[config.mk]
export PLATFORM = sky130hd
export DESIGN_NAME = nfc_reader_response_deframer
export DESIGN_NICKNAME = d
export VERILOG_FILES = /design/src/design/nrrd_pkg.sv /design/src/design/nrrd_in_stage.sv /design/src/design/nrrd_parser.sv /design/src/design/nrrd_out_reg.sv /design/src/design/nfc_reader_response_deframer.sv
export SDC_FILE = /design/constraint.sdc
export NUM_CORES = 1
export LEC_CHECK = 0
export BUFFER_PORTS_ARGS = -buffer_cell sky130_fd_sc_hd__buf_4
export CORE_ASPECT_RATIO = 0.8
export CORE_MARGIN = 1.5
export CORE_UTILIZATION = 60
export DETAILED_ROUTE_END_ITERATION = 6
export GPL_TIMING_DRIVEN = 0
export HOLD_SLACK_MARGIN = 0.1
export PLACE_DENSITY = 0.79
export REMOVE_ABC_BUFFERS = 1
export SLEW_MARGIN = 20
export SYNTH_ARGS = -nofsm -noshare
export SYNTH_HDL_FRONTEND = slang
export SYNTH_SLANG_ARGS = --single-unit
[constraint.sdc]
create_clock -name clk -period 5.75 [get_ports clk]
set_input_delay 0.2875 -clock clk [delete_from_list [all_inputs] [get_ports clk]]
set_output_delay 0.2875 -clock clk [all_outputs]
set_load 0.01 [all_outputs]
[src/design/nrrd_pkg.sv]
`default_nettype none
// ----------------------------------------------------------------------------
// nrrd_pkg
// Shared types and constants of the reader response deframer.
// ----------------------------------------------------------------------------
package nrrd_pkg;

	localparam int unsigned LimitW = 9;
	localparam logic [LimitW-1:0] LIMIT_RESET = 9'd257;

	localparam logic [7:0] PRE_BYTE   = 8'h00;
	localparam logic [7:0] START_BYTE = 8'hFF;
	localparam logic [7:0] POST_BYTE  = 8'h00;

	localparam logic [2:0] ST_OK        = 3'd0;
	localparam logic [2:0] ST_BADSTART  = 3'd1;
	localparam logic [2:0] ST_BADLCS    = 3'd2;
	localparam logic [2:0] ST_TOOLARGE  = 3'd3;
	localparam logic [2:0] ST_BADPOST   = 3'd4;
	localparam logic [2:0] ST_BADDCS    = 3'd5;

	typedef struct packed {
		logic [7:0] rx_byte;
		logic       frame_start;
	} in_item_t;

	typedef struct packed {
		logic [7:0] data_byte;
		logic       data_valid;
		logic       frame_done;
		logic [2:0] frame_status;
		logic [7:0] frame_length;
	} res_t;

endpackage
`default_nettype wire

[src/design/nrrd_in_stage.sv]
`default_nettype none
// ----------------------------------------------------------------------------
// nrrd_in_stage
// Input register: captures one received item and holds it until the parser
// advances.
// ----------------------------------------------------------------------------
module nrrd_in_stage
	import nrrd_pkg::*;
(
	input  wire logic     clk,
	input  wire logic     arst_n,
	input  wire logic     s_tvalid,
	output logic          s_tready,
	input  wire logic [7:0] s_tdata,   // [7:0] rx_byte
	input  wire logic [0:0] s_tuser,   // [0] frame_start
	input  wire logic     adv,
	output logic          valid_s1,
	output in_item_t      item_s1
);

	logic take;

	assign s_tready = !valid_s1 || adv;
	assign take     = s_tvalid && s_tready;

	always_ff @(posedge clk or negedge arst_n) begin
		if (!arst_n) begin
			valid_s1 <= 1'b0;
		end else if (take) begin
			valid_s1 <= 1'b1;
		end else if (adv) begin
			valid_s1 <= 1'b0;
		end
	end

	always_ff @(posedge clk) begin
		if (take) begin
			item_s1.rx_byte     <= s_tdata;
			item_s1.frame_start <= s_tuser[0];
		end
	end

	a_adv_needs_item: assert property (@(posedge clk) disable iff (!arst_n)
		adv |-> valid_s1)
		else $error("parser advanced with no item held");

endmodule
`default_nettype wire

[src/design/nrrd_parser.sv]
`default_nettype none
// ----------------------------------------------------------------------------
// nrrd_parser
// Frame state machine: header checks, payload pass-through, checksums.
// ----------------------------------------------------------------------------
module nrrd_parser
	import nrrd_pkg::*;
(
	input  wire logic              clk,
	input  wire logic              arst_n,
	input  wire logic              cfg_wen,
	input  wire logic [LimitW-1:0] cfg_wdata,
	input  wire logic              adv,
	input  wire in_item_t          item_s1,
	output logic                   res_valid,
	output res_t                   res
);

	localparam logic [3:0] PH_IDLE  = 4'd0;
	localparam logic [3:0] PH_PRE0  = 4'd1;
	localparam logic [3:0] PH_PRE1  = 4'd2;
	localparam logic [3:0] PH_START = 4'd3;
	localparam logic [3:0] PH_LEN   = 4'd4;
	localparam logic [3:0] PH_LCS   = 4'd5;
	localparam logic [3:0] PH_DATA  = 4'd6;
	localparam logic [3:0] PH_DCS   = 4'd7;
	localparam logic [3:0] PH_POST  = 4'd8;

	logic [LimitW-1:0] limit_q;
	logic [3:0]        phase_q, phase_d;
	logic [7:0]        len_q, len_d;
	logic [7:0]        left_q, left_d;
	logic [7:0]        sum_q, sum_d;
	logic [7:0]        dcs_q, dcs_d;
	logic [7:0]        b;
	logic [7:0]        lcs_sum, dcs_sum, left_dec;
	logic [LimitW:0]   need;
	logic              done;
	logic [2:0]        status;

	assign b        = item_s1.rx_byte;
	assign lcs_sum  = len_q + b;
	assign dcs_sum  = sum_q + dcs_q;
	assign left_dec = left_q - 8'd1;
	assign need     = {{(LimitW + 1 - 8){1'b0}}, len_q} + (LimitW + 1)'(2);

	always_comb begin
		phase_d   = phase_q;
		len_d     = len_q;
		left_d    = left_q;
		sum_d     = sum_q;
		dcs_d     = dcs_q;
		done      = 1'b0;
		status    = ST_OK;
		res_valid = 1'b0;
		res       = '0;
		if (item_s1.frame_start) begin
			phase_d = PH_PRE0;
		end else begin
			case (phase_q)
				PH_IDLE: begin
				end
				PH_PRE0: begin
					if (b != PRE_BYTE) begin
						done   = 1'b1;
						status = ST_BADSTART;
					end else begin
						phase_d = PH_PRE1;
					end
				end
				PH_PRE1: begin
					if (b != PRE_BYTE) begin
						done   = 1'b1;
						status = ST_BADSTART;
					end else begin
						phase_d = PH_START;
					end
				end
				PH_START: begin
					if (b != START_BYTE) begin
						done   = 1'b1;
						status = ST_BADSTART;
					end else begin
						phase_d = PH_LEN;
					end
				end
				PH_LEN: begin
					len_d   = b;
					phase_d = PH_LCS;
				end
				PH_LCS: begin
					if (lcs_sum != 8'd0) begin
						done   = 1'b1;
						status = ST_BADLCS;
					end else if (need > {1'b0, limit_q}) begin
						done   = 1'b1;
						status = ST_TOOLARGE;
					end else begin
						sum_d   = 8'd0;
						left_d  = len_q;
						phase_d = (len_q == 8'd0) ? PH_DCS : PH_DATA;
					end
				end
				PH_DATA: begin
					sum_d          = sum_q + b;
					left_d         = left_dec;
					if (left_dec == 8'd0) begin
						phase_d = PH_DCS;
					end
					res_valid      = 1'b1;
					res.data_byte  = b;
					res.data_valid = 1'b1;
				end
				PH_DCS: begin
					dcs_d   = b;
					phase_d = PH_POST;
				end
				PH_POST: begin
					done = 1'b1;
					if (b != POST_BYTE) begin
						status = ST_BADPOST;
					end else if (dcs_sum != 8'd0) begin
						status = ST_BADDCS;
					end else begin
						status = ST_OK;
					end
				end
				default: begin
					phase_d = PH_IDLE;
				end
			endcase
			if (done) begin
				phase_d            = PH_IDLE;
				res_valid          = 1'b1;
				res.frame_done     = 1'b1;
				res.frame_status   = status;
				res.frame_length   = (status == ST_OK) ? len_q : 8'd0;
			end
		end
	end

	always_ff @(posedge clk or negedge arst_n) begin
		if (!arst_n) begin
			limit_q <= LIMIT_RESET;
		end else if (cfg_wen) begin
			limit_q <= cfg_wdata;
		end
	end

	always_ff @(posedge clk or negedge arst_n) begin
		if (!arst_n) begin
			phase_q <= PH_IDLE;
			len_q   <= 8'd0;
			left_q  <= 8'd0;
			sum_q   <= 8'd0;
			dcs_q   <= 8'd0;
		end else if (adv) begin
			phase_q <= phase_d;
			len_q   <= len_d;
			left_q  <= left_d;
			sum_q   <= sum_d;
			dcs_q   <= dcs_d;
		end
	end

	a_start_restarts: assert property (@(posedge clk) disable iff (!arst_n)
		adv && item_s1.frame_start |=> phase_q == PH_PRE0)
		else $error("start mark did not restart the frame");

	a_last_payload: assert property (@(posedge clk) disable iff (!arst_n)
		adv && !item_s1.frame_start && phase_q == PH_DATA && left_q == 8'd1
		|=> phase_q == PH_DCS)
		else $error("payload count did not end at DCS");

	a_payload_in_data: assert property (@(posedge clk) disable iff (!arst_n)
		res_valid && res.data_valid |-> phase_q == PH_DATA && !res.frame_done)
		else $error("payload item outside the payload phase");

endmodule
`default_nettype wire

[src/design/nrrd_out_reg.sv]
`default_nettype none
// ----------------------------------------------------------------------------
// nrrd_out_reg
// Result register on the master side; loads a new item while empty or in the
// cycle the held one is taken.
// ----------------------------------------------------------------------------
module nrrd_out_reg
	import nrrd_pkg::*;
(
	input  wire logic   clk,
	input  wire logic   arst_n,
	input  wire logic   load,
	input  wire res_t   res,
	output logic        can_load,
	output logic        m_tvalid,
	input  wire logic   m_tready,
	output logic [15:0] m_tdata,   // [7:0] data_byte, [15:8] frame_length
	output logic [3:0]  m_tuser,   // [0] data_valid, [3:1] frame_status
	output logic        m_tlast    // frame_done
);

	res_t res_q;
	logic valid_q;

	assign can_load = !valid_q || m_tready;
	assign m_tvalid = valid_q;
	assign m_tdata  = {res_q.frame_length, res_q.data_byte};
	assign m_tuser  = {res_q.frame_status, res_q.data_valid};
	assign m_tlast  = res_q.frame_done;

	always_ff @(posedge clk or negedge arst_n) begin
		if (!arst_n) begin
			valid_q <= 1'b0;
		end else if (load) begin
			valid_q <= 1'b1;
		end else if (m_tready) begin
			valid_q <= 1'b0;
		end
	end

	always_ff @(posedge clk) begin
		if (load) begin
			res_q <= res;
		end
	end

	a_no_overwrite: assert property (@(posedge clk) disable iff (!arst_n)
		load |-> !valid_q || m_tready)
		else $error("result register overwritten while held");

	a_one_kind: assert property (@(posedge clk) disable iff (!arst_n)
		valid_q |-> res_q.data_valid != res_q.frame_done)
		else $error("result is neither payload nor end of frame");

endmodule
`default_nettype wire

[src/design/nfc_reader_response_deframer.sv]
`default_nettype none
// ----------------------------------------------------------------------------
// nfc_reader_response_deframer
// Deframes one reader response: preamble and start code, LEN/LCS, payload
// pass-through, DCS and postamble checks.
// ----------------------------------------------------------------------------
// One received byte per item, one cycle per item while results are taken: a
// byte goes into the input register, the frame state machine handles it there
// and its result (a payload byte or the end-of-frame status) lands in the
// output register, so bytes flow back to back. A held result stalls input
// only when the output is not taken. Payload bytes are passed as they arrive;
// on any error status the consumer drops what it got of that frame. After an
// end of frame the block waits for a byte with the start mark in tuser; a
// start mark in mid-frame drops the frame silently.
// ----------------------------------------------------------------------------
module nfc_reader_response_deframer
	import nrrd_pkg::*;
(
	input  wire logic              clk,
	input  wire logic              arst_n,
	input  wire logic              cfg_wen,
	input  wire logic [LimitW-1:0] cfg_wdata,  // buffer_limit
	input  wire logic              s_tvalid,
	output logic                   s_tready,
	input  wire logic [7:0]        s_tdata,    // [7:0] rx_byte
	input  wire logic [0:0]        s_tuser,    // [0] frame_start
	output logic                   m_tvalid,
	input  wire logic              m_tready,
	output logic [15:0]            m_tdata,    // [7:0] data_byte, [15:8] frame_length
	output logic [3:0]             m_tuser,    // [0] data_valid, [3:1] frame_status
	output logic                   m_tlast     // frame_done
);

	in_item_t item_s1;
	res_t     res;
	logic     valid_s1;
	logic     can_load;
	logic     adv;
	logic     res_valid;

	// every item takes the output slot's turn, whether it yields a result or not
	assign adv = valid_s1 && can_load;

	nrrd_in_stage u_in (
		.clk      (clk),
		.arst_n   (arst_n),
		.s_tvalid (s_tvalid),
		.s_tready (s_tready),
		.s_tdata  (s_tdata),
		.s_tuser  (s_tuser),
		.adv      (adv),
		.valid_s1 (valid_s1),
		.item_s1  (item_s1)
	);

	nrrd_parser u_parser (
		.clk       (clk),
		.arst_n    (arst_n),
		.cfg_wen   (cfg_wen),
		.cfg_wdata (cfg_wdata),
		.adv       (adv),
		.item_s1   (item_s1),
		.res_valid (res_valid),
		.res       (res)
	);

	nrrd_out_reg u_out (
		.clk      (clk),
		.arst_n   (arst_n),
		.load     (adv && res_valid),
		.res      (res),
		.can_load (can_load),
		.m_tvalid (m_tvalid),
		.m_tready (m_tready),
		.m_tdata  (m_tdata),
		.m_tuser  (m_tuser),
		.m_tlast  (m_tlast)
	);

endmodule
`default_nettype wire

# [Word-level counts from Yosys, hierarchy flattened]
# Cells that the tools add are included.
[word_totals] elab_cells=109 out_inout_bits=23 input_bits=23 ff_bits=77
[op_classes] muxes=40 n_addsub=5 n_bitwise=4 eq_ne=18 n_lt_le_gt_ge=1 reduce_logical=26
[ops] operator="$mux W8" n=5
[ops] operator="$mux W4" n=8
[ops] operator="$pmux W4 S8" n=1
[ops] operator="$pmux W8 S2" n=2
[ops] operator="$add A8 B8 Y8" n=3
[ops] operator="$reduce_bool A8 Y1" n=3
[ops] operator="$ne A4 B4 Y1 const B" n=5
[ops] operator="$eq A4 B3 Y1 const B" n=4
[ops] operator="$logic_not A8 Y1" n=2
[ops] operator="$mux W1" n=16
[ops] operator="$mux W12" n=1
[ops] operator="$mux W3" n=4
[ops] operator="$pmux W3 S4" n=1
[ops] operator="$gt A10 B9 Y1" n=1
[ops] operator="$add A8 B2 Y9 const B" n=1
[ops] operator="$eq A4 B2 Y1 const B" n=2
[ops] operator="$ne A8 B8 Y1 const B" n=1
[ops] operator="$reduce_and A8 Y1" n=1
[ops] operator="$reduce_or A2 Y1" n=4
[ops] operator="$sub A8 B1 Y8 const B" n=1
[ops] operator="$reduce_and A3 Y1" n=2
[ops] operator="$reduce_bool A2 Y1" n=3
[ops] operator="$reduce_and A5 Y1" n=1
[ops] operator="$eq A4 B1 Y1 const B" n=1
[ops] operator="13 further kinds" n=21

# [Depth between registers and ports, before layout]
[depth] ltp_word=10 depth_mapped=13 ltp_nobuf=12

# [Modules after synthesis]
# Synthesis repeated with hierarchy kept, for this count alone.
[unflattened] cells_unflattened=422 area_unflattened_um2=4546.9
[modules_own_cells] mod="nrrd_parser" instances=1 seq_area_each_um2=1128.6 cells_per_inst=383 area_per_inst_um2=3532.1
[modules_own_cells] mod="nrrd_out_reg" instances=1 seq_area_each_um2=655.6 cells_per_inst=24 area_per_inst_um2=678.2
[modules_own_cells] mod="nrrd_in_stage" instances=1 seq_area_each_um2=295.3 cells_per_inst=13 area_per_inst_um2=324.1
[modules_own_cells] mod="nfc_reader_response_deframer" instances=1 seq_area_each_um2=0.0 cells_per_inst=2 area_per_inst_um2=12.5

# [Least setup slack after synthesis]
# OpenSTA, ideal clock, no wires.
[synth_timing] path_kind="flip-flop to flip-flop" startpoint="register u_parser.len_q[4]" endpoint="register u_out.res_q (netlist bit u_out.m_tdata[0]), enable pin" required_ns=5.325 arrival_time_ns=3.559 setup_slack_ns=1.766 synth_period_minus_slack_ns=3.984 setup_time_ns=0.425 n_path_buf=0 stages_incl_launch_ff=13 cell_sequence="dfrtp_1 > inv_1 > nor3_1 > nand3_1 > xnor2_1 > ha_1 > o21a_1 > a21oi_1 > a21oi_1 > o31ai_1 > nand3_1 > a211oi_1 > nor3_1"
[synth_via] elab_chain_len=9 elab_cells_between_ends=11 classes_between="2 x add/sub; 1 x order compare; 6 x mux; 2 x reduce/logical"
[synth_lines] element="start, declared" line_no="nrrd_parser.sv:31" rtl="logic [7:0] len_q, len_d;"
[synth_lines] element="start signal, assigned" line_no="nrrd_parser.sv:159" rtl="len_q <= len_d;"
[synth_lines] element="$add A8 B2 Y9" line_no="nrrd_parser.sv:45" rtl="assign need = {{(LimitW + 1 - 8){1'b0}}, len_q} + (LimitW + 1)'(2);"
[synth_lines] element="$gt A10 B9 Y1" line_no="nrrd_parser.sv:95" rtl="end else if (need > {1'b0, limit_q}) begin"
[synth_lines] element="$mux W1" line_no="nrrd_parser.sv:95"
[synth_lines] element="$mux W1 *" line_no="nrrd_parser.sv:92" rtl="if (lcs_sum != 8'd0) begin"
[synth_lines] element="$pmux W1 S4 *" line_no="nrrd_parser.sv:60" rtl="case (phase_q)"
[synth_lines] element="$mux W1 *" line_no="nrrd_parser.sv:57" rtl="if (item_s1.frame_start) begin"
[synth_lines] element="$mux W1 *" line_no="nrrd_parser.sv:132" rtl="if (done) begin"
[synth_lines] element="$mux W1 *" line_no="nrrd_parser.sv:57"
[synth_lines] element="$logic_and A1 B1 Y1 *" line_no="nfc_reader_response_deframer.sv:70" rtl=".load (adv && res_valid),"
[synth_lines] element="net u_out.load" line_no="nrrd_out_reg.sv:12" rtl="input wire logic load,"
[synth_lines] element="end signal, assigned" line_no="nrrd_out_reg.sv:43" rtl="res_q <= res;"
[synth_lines] element="end, declared" line_no="nrrd_out_reg.sv:22" rtl="res_t res_q;"
# Mark *: on every way through the listed nets, which the timed path passes. The rest lies on a longest branch. The select of a mux whose other input is x is not followed.
# A chain may end at the register's enable or synchronous reset.

# [Worst setup path after layout]
[layout_timing] startpoint="register, netlist name u_in.item_s1[1]" endpoint="register u_out.res_q (netlist bit u_out.m_tdata[5]), enable pin"
[layout_via] elab_chain_len=8 elab_cells_between_ends=12 classes_between="1 x add/sub; 1 x eq/ne; 7 x mux; 3 x reduce/logical"
[layout_lines] element="$add A8 B8 Y8" line_no="nrrd_parser.sv:42" rtl="assign lcs_sum = len_q + b;"
[layout_lines] element="$reduce_bool A8 Y1" line_no="nrrd_parser.sv:92"
[layout_lines] element="$mux W1" line_no="nrrd_parser.sv:92"
[layout_lines] element="$pmux W1 S4 *" line_no="nrrd_parser.sv:60"
[layout_lines] element="$mux W1 *" line_no="nrrd_parser.sv:57"
[layout_lines] element="$mux W1 *" line_no="nrrd_parser.sv:132"
[layout_lines] element="$mux W1 *" line_no="nrrd_parser.sv:57"
[layout_lines] element="$logic_and A1 B1 Y1 *" line_no="nfc_reader_response_deframer.sv:70"
[layout_lines] element="net u_out.load" line_no="nrrd_out_reg.sv:12"
# Marked as above.

==> impl_results.md <==
* Outcome: complete, no violations
* Hold worst-path end: u_in.valid_s1$_DFFE_PN0P_
* Layout cells sized above 1 at 17.7%
* Multi-input logic area at 2370 sq um
* Drt wl/cell at ~18 um
* RSZ-0062 raised after global routing: false
* Reg-to-reg setup timing slack at around 1.7 ns
* Clk pwr share at 28.1%
* PwrDens at ~280 nW/um^2
* Hold WC Path Type: input pin to register
* Site Rows at 28
* Least-Margin Pin Slew at 0.855 ns
* P_int at 982 uW
* Combinational Power Share at 25.8%
* Post-route DRC at 0
* Filler cell count in the final layout at ~540
* Reg2reg end: u_out.m_tdata[5]$_SDFFCE_PN0P_
* Tot GR Track Use at 28.8%
* Post-synth top area share at about a quarter
* Antenna diodes at 0
* Initial Utilization at 62.1%
* # port buffers at 45
* Synth unique cells at 63
* Period utilisation layout at 69.7%
* Adder-cell area share of the yosys netlist at 10.2%
* Hold Path Origin: s_tvalid
* Nets at between 500 and 600
* Final Wtd Congestion at 0.885
* Main combinational cell family by area after synthesis: compound AO/OA/AOI/OAI gates
* Critical path type: register to register
* Number of synthesized flops with an enable pin at 30
* Synth-to-layout area growth at 15.9%
* Syn avg cell area at 10.2 sq um
* Hold path cells at 2
* Post_cts resized at 0
* Synth Area in Compound Gates at 17.8%
* Final ANT Viol Nets at 0
* CTS tree: yes
* Slew Limit Fails at 0
* Synth Area in XOR/XNOR at 2.66%
* Sw Ratio at 34.3%
* Area share of and/or/nand/nor cells after synthesis at 16.4%
* Sequential element share of the synthesized area at 45.1%
* Maximum vdd drop at 206 uV
* 1st-iter DRT viols at between 300 and 400
* Ys Warns at 0
* I/O pins at 46
* H-tree depth at 3
* R2R depth at 11
* CP Max Fanout at 12
* Sw Pwr at 513 uW
* Setup TNS at 0 ns
* Worst reg2reg path startpoint: u_in.item_s1[1]$_DFFE_PP_
* Die width at 101 um
* Async S/R FF share, synth at between 60% and 70%
* Max clock buf depth at 2
* CTS Buf Count at 9
* Reg clk slew, reported paths at 0.09 ns
* Fin. Hold Viols at 0
* Core Box Area at 7430 sq um
* Arrival time worst endpoint at 4.14 ns
* Slew headroom at 42.6%
* Total chip power at ~1500 uW
* Leading area contributor after synthesis: dfrtp_1
* Initial antenna violation count at 0
* Register area at 2080 sq um
* HPWL Detailed at 7990 um
* Multiplexer share of the synthesized area at 4.09%
* Pin count of the biggest net entering global routing at 48
* Top cells by area, synth: dfrtp_1, edfxtp_1, ha_1, o21ai_0, mux2_2
* Vias at 3757
* Required time of the critical path at 5.88 ns
* CTS sink count at 77
* Final setup skew at 0.00896 ns
* Post-Syn Area at around 4600 sq um
* Global-route wire length before repair at 17800 um
* Skew-Pair Late Insertion Delay at ~0.37 ns
* Final wirelength at 11000 um
* Root buffer cell: clkbuf_8
* Drt pass-1 iters at 5
* Leakage power at 0.00236 uW
* Final setup violation count at 0
* Critical Path End Type: register
* CP Launch Type: register
* Main flop type after synthesis: dfrtp_1
* Vias in the first global route at 3609
* Final min period at ~4.0 ns
* Post-synthesis cell count at 454
* #FFs+latches synth at 77
* Sequential Power Share at a little under half
* Die Y at 81.4 um
* MaxCap Viol Count at 0
* F_max at 250 MHz
* Vias per cell at 6.07
* Die Area at 8230 sq um
* Grt ovf at 0
## cell usage after synthesis (8+ instances only)
cell type  number
dfrtp_1        45
ha_1           33
o21ai_0        42
a21oi_1        22
and2_1         11
inv_1          31
nand3_1        12
clkbuf_1       12
edfxtp_1       30
nor3_1         15
nor2_1         39
a22o_1          8
nand2_1        23
mux2_2         15
xnor2_1         9
## timing repair
item	CTS	global route
endpoints found under the hold margin	54	0
hold buffers	10	0
setup buffers	0	0
## area by class of cell
cell class,count,area share (%)
Tap cell,105,2.46
Clock inverter,6,0.912
Timing Repair Buffer,57,8.54
Multi-Input combinational cell,333,44.3
Inverter,31,2.18
Sequential cell,77,38.9
Clock buffer,10,2.78
## flip-flops by register name, summed over array words and instances, names as in the netlist
signal            flops
u_in.item_s1          9
u_in.valid_s1         1
u_out.m_tdata        16
u_out.m_tlast         1
u_out.m_tuser         4
u_out.m_tvalid        1
u_parser.dcs_q        8
u_parser.left_q       8
u_parser.len_q        8
u_parser.limit_q      9
u_parser.phase_q      4
u_parser.sum_q        8
## worst max-delay path: stages (launching register included)
cell      delay (ns)
edfxtp_1        0.56
ha_1            0.32
fa_1            0.41
nand3_1         0.15
a21boi_2        0.10
mux2i_1         0.14
a311oi_1        0.72
nand3_1         0.36
a211oi_1        0.50
nor3_2          0.12
buf_4           0.22
buf_6           0.16
## worst max path at each step
| stage | slack [ns] | end | startpoint | depth (start not counted) |
|---|---|---|---|---|
| floorplan | 1.77 | u_out.m_tdata[0]$_SDFFCE_PN0P_ | u_parser.len_q[4]$_DFFE_PN0P_ | 12 |
| global placement | 0.69 | u_out.m_tdata[0]$_SDFFCE_PN0P_ | u_parser.len_q[4]$_DFFE_PN0P_ | 12 |
| detailed placement | 1.84 | u_out.m_tdata[1]$_SDFFCE_PN0P_ | u_in.item_s1[1]$_DFFE_PP_ | 11 |
| CTS | 1.84 | u_out.m_tdata[5]$_SDFFCE_PN0P_ | u_in.item_s1[1]$_DFFE_PP_ | 11 |
| global route | 1.56 | u_out.m_tdata[5]$_SDFFCE_PN0P_ | u_parser.len_q[4]$_DFFE_PN0P_ | 14 |
| finish | 1.74 | u_out.m_tdata[5]$_SDFFCE_PN0P_ | u_in.item_s1[1]$_DFFE_PP_ | 11 |
## per-layer routing
metal / track usage, % / vias up / wire length [um]
met4: 9.03 / 0 / 183
met3: 8.09 / 22 / 763
met1: 39.4 / 1782 / 5060
met2: 44.8 / 154 / 4990
met5: 0 / - / 0
li1: - / 1799 / -
## power groups by stage
stage / clock network (uW) / logic [uW] / registers, uW
final: 420 / 386 / 689
after global routing: 447 / 426 / 697
after CTS: 422 / 382 / 688
after detailed placement: 0 / 374 / 699
after global placement: 0 / 357 / 701
after floorplan: 0 / 230 / 695
## per-stage QoR
stage,util (%),hold slack (ns),std cells,worst slack (ns),area (sq um)
CTS,72.0,0.109,619,1.84,5350
global route,72.0,0.110,619,1.56,5350
floorplan,-,-0.00809,441,1.77,4560
detailed placement,68.0,0.350,593,1.84,5050
finish,72.0,0.107,619,1.74,5350
global placement,67.7,0.337,591,0.695,5030
## layout by cell type (no fill, tap or decap), drive strengths merged, types with 4 or more instances in the layout
cell         synthesis  routed
nor3                16      16
a21o                 6       6
and2                11      11
xor2                 5       5
nand4                6       6
nand2b               4       4
nor2                39      39
a22o                 8       8
inv                 31      36
nand3               12      12
edfxtp              30      30
or3                  6       6
dfrtp               45      45
a21oi               24      24
nor4                 7       7
a211oi               4       4
nor3b                4       4
ha                  33      33
dlygate4sd3          0      10
o211ai               7       7
xnor2                9       9
nand2               23      23
mux2                15      15
o21ai               43      43
buf                  1      47
clkbuf              12      10
## cells by family after synthesis
kind of cell	count (synthesis)
AO/OA/AOI/OAI	124
XOR/XNOR	14
adder cells (fa/ha/maj)	36
buffers and inverters	44
flip-flops	77
multiplexers	17
AND/OR/NAND/NOR	142
Note: power is estimated with default switching activity, not from simulation.
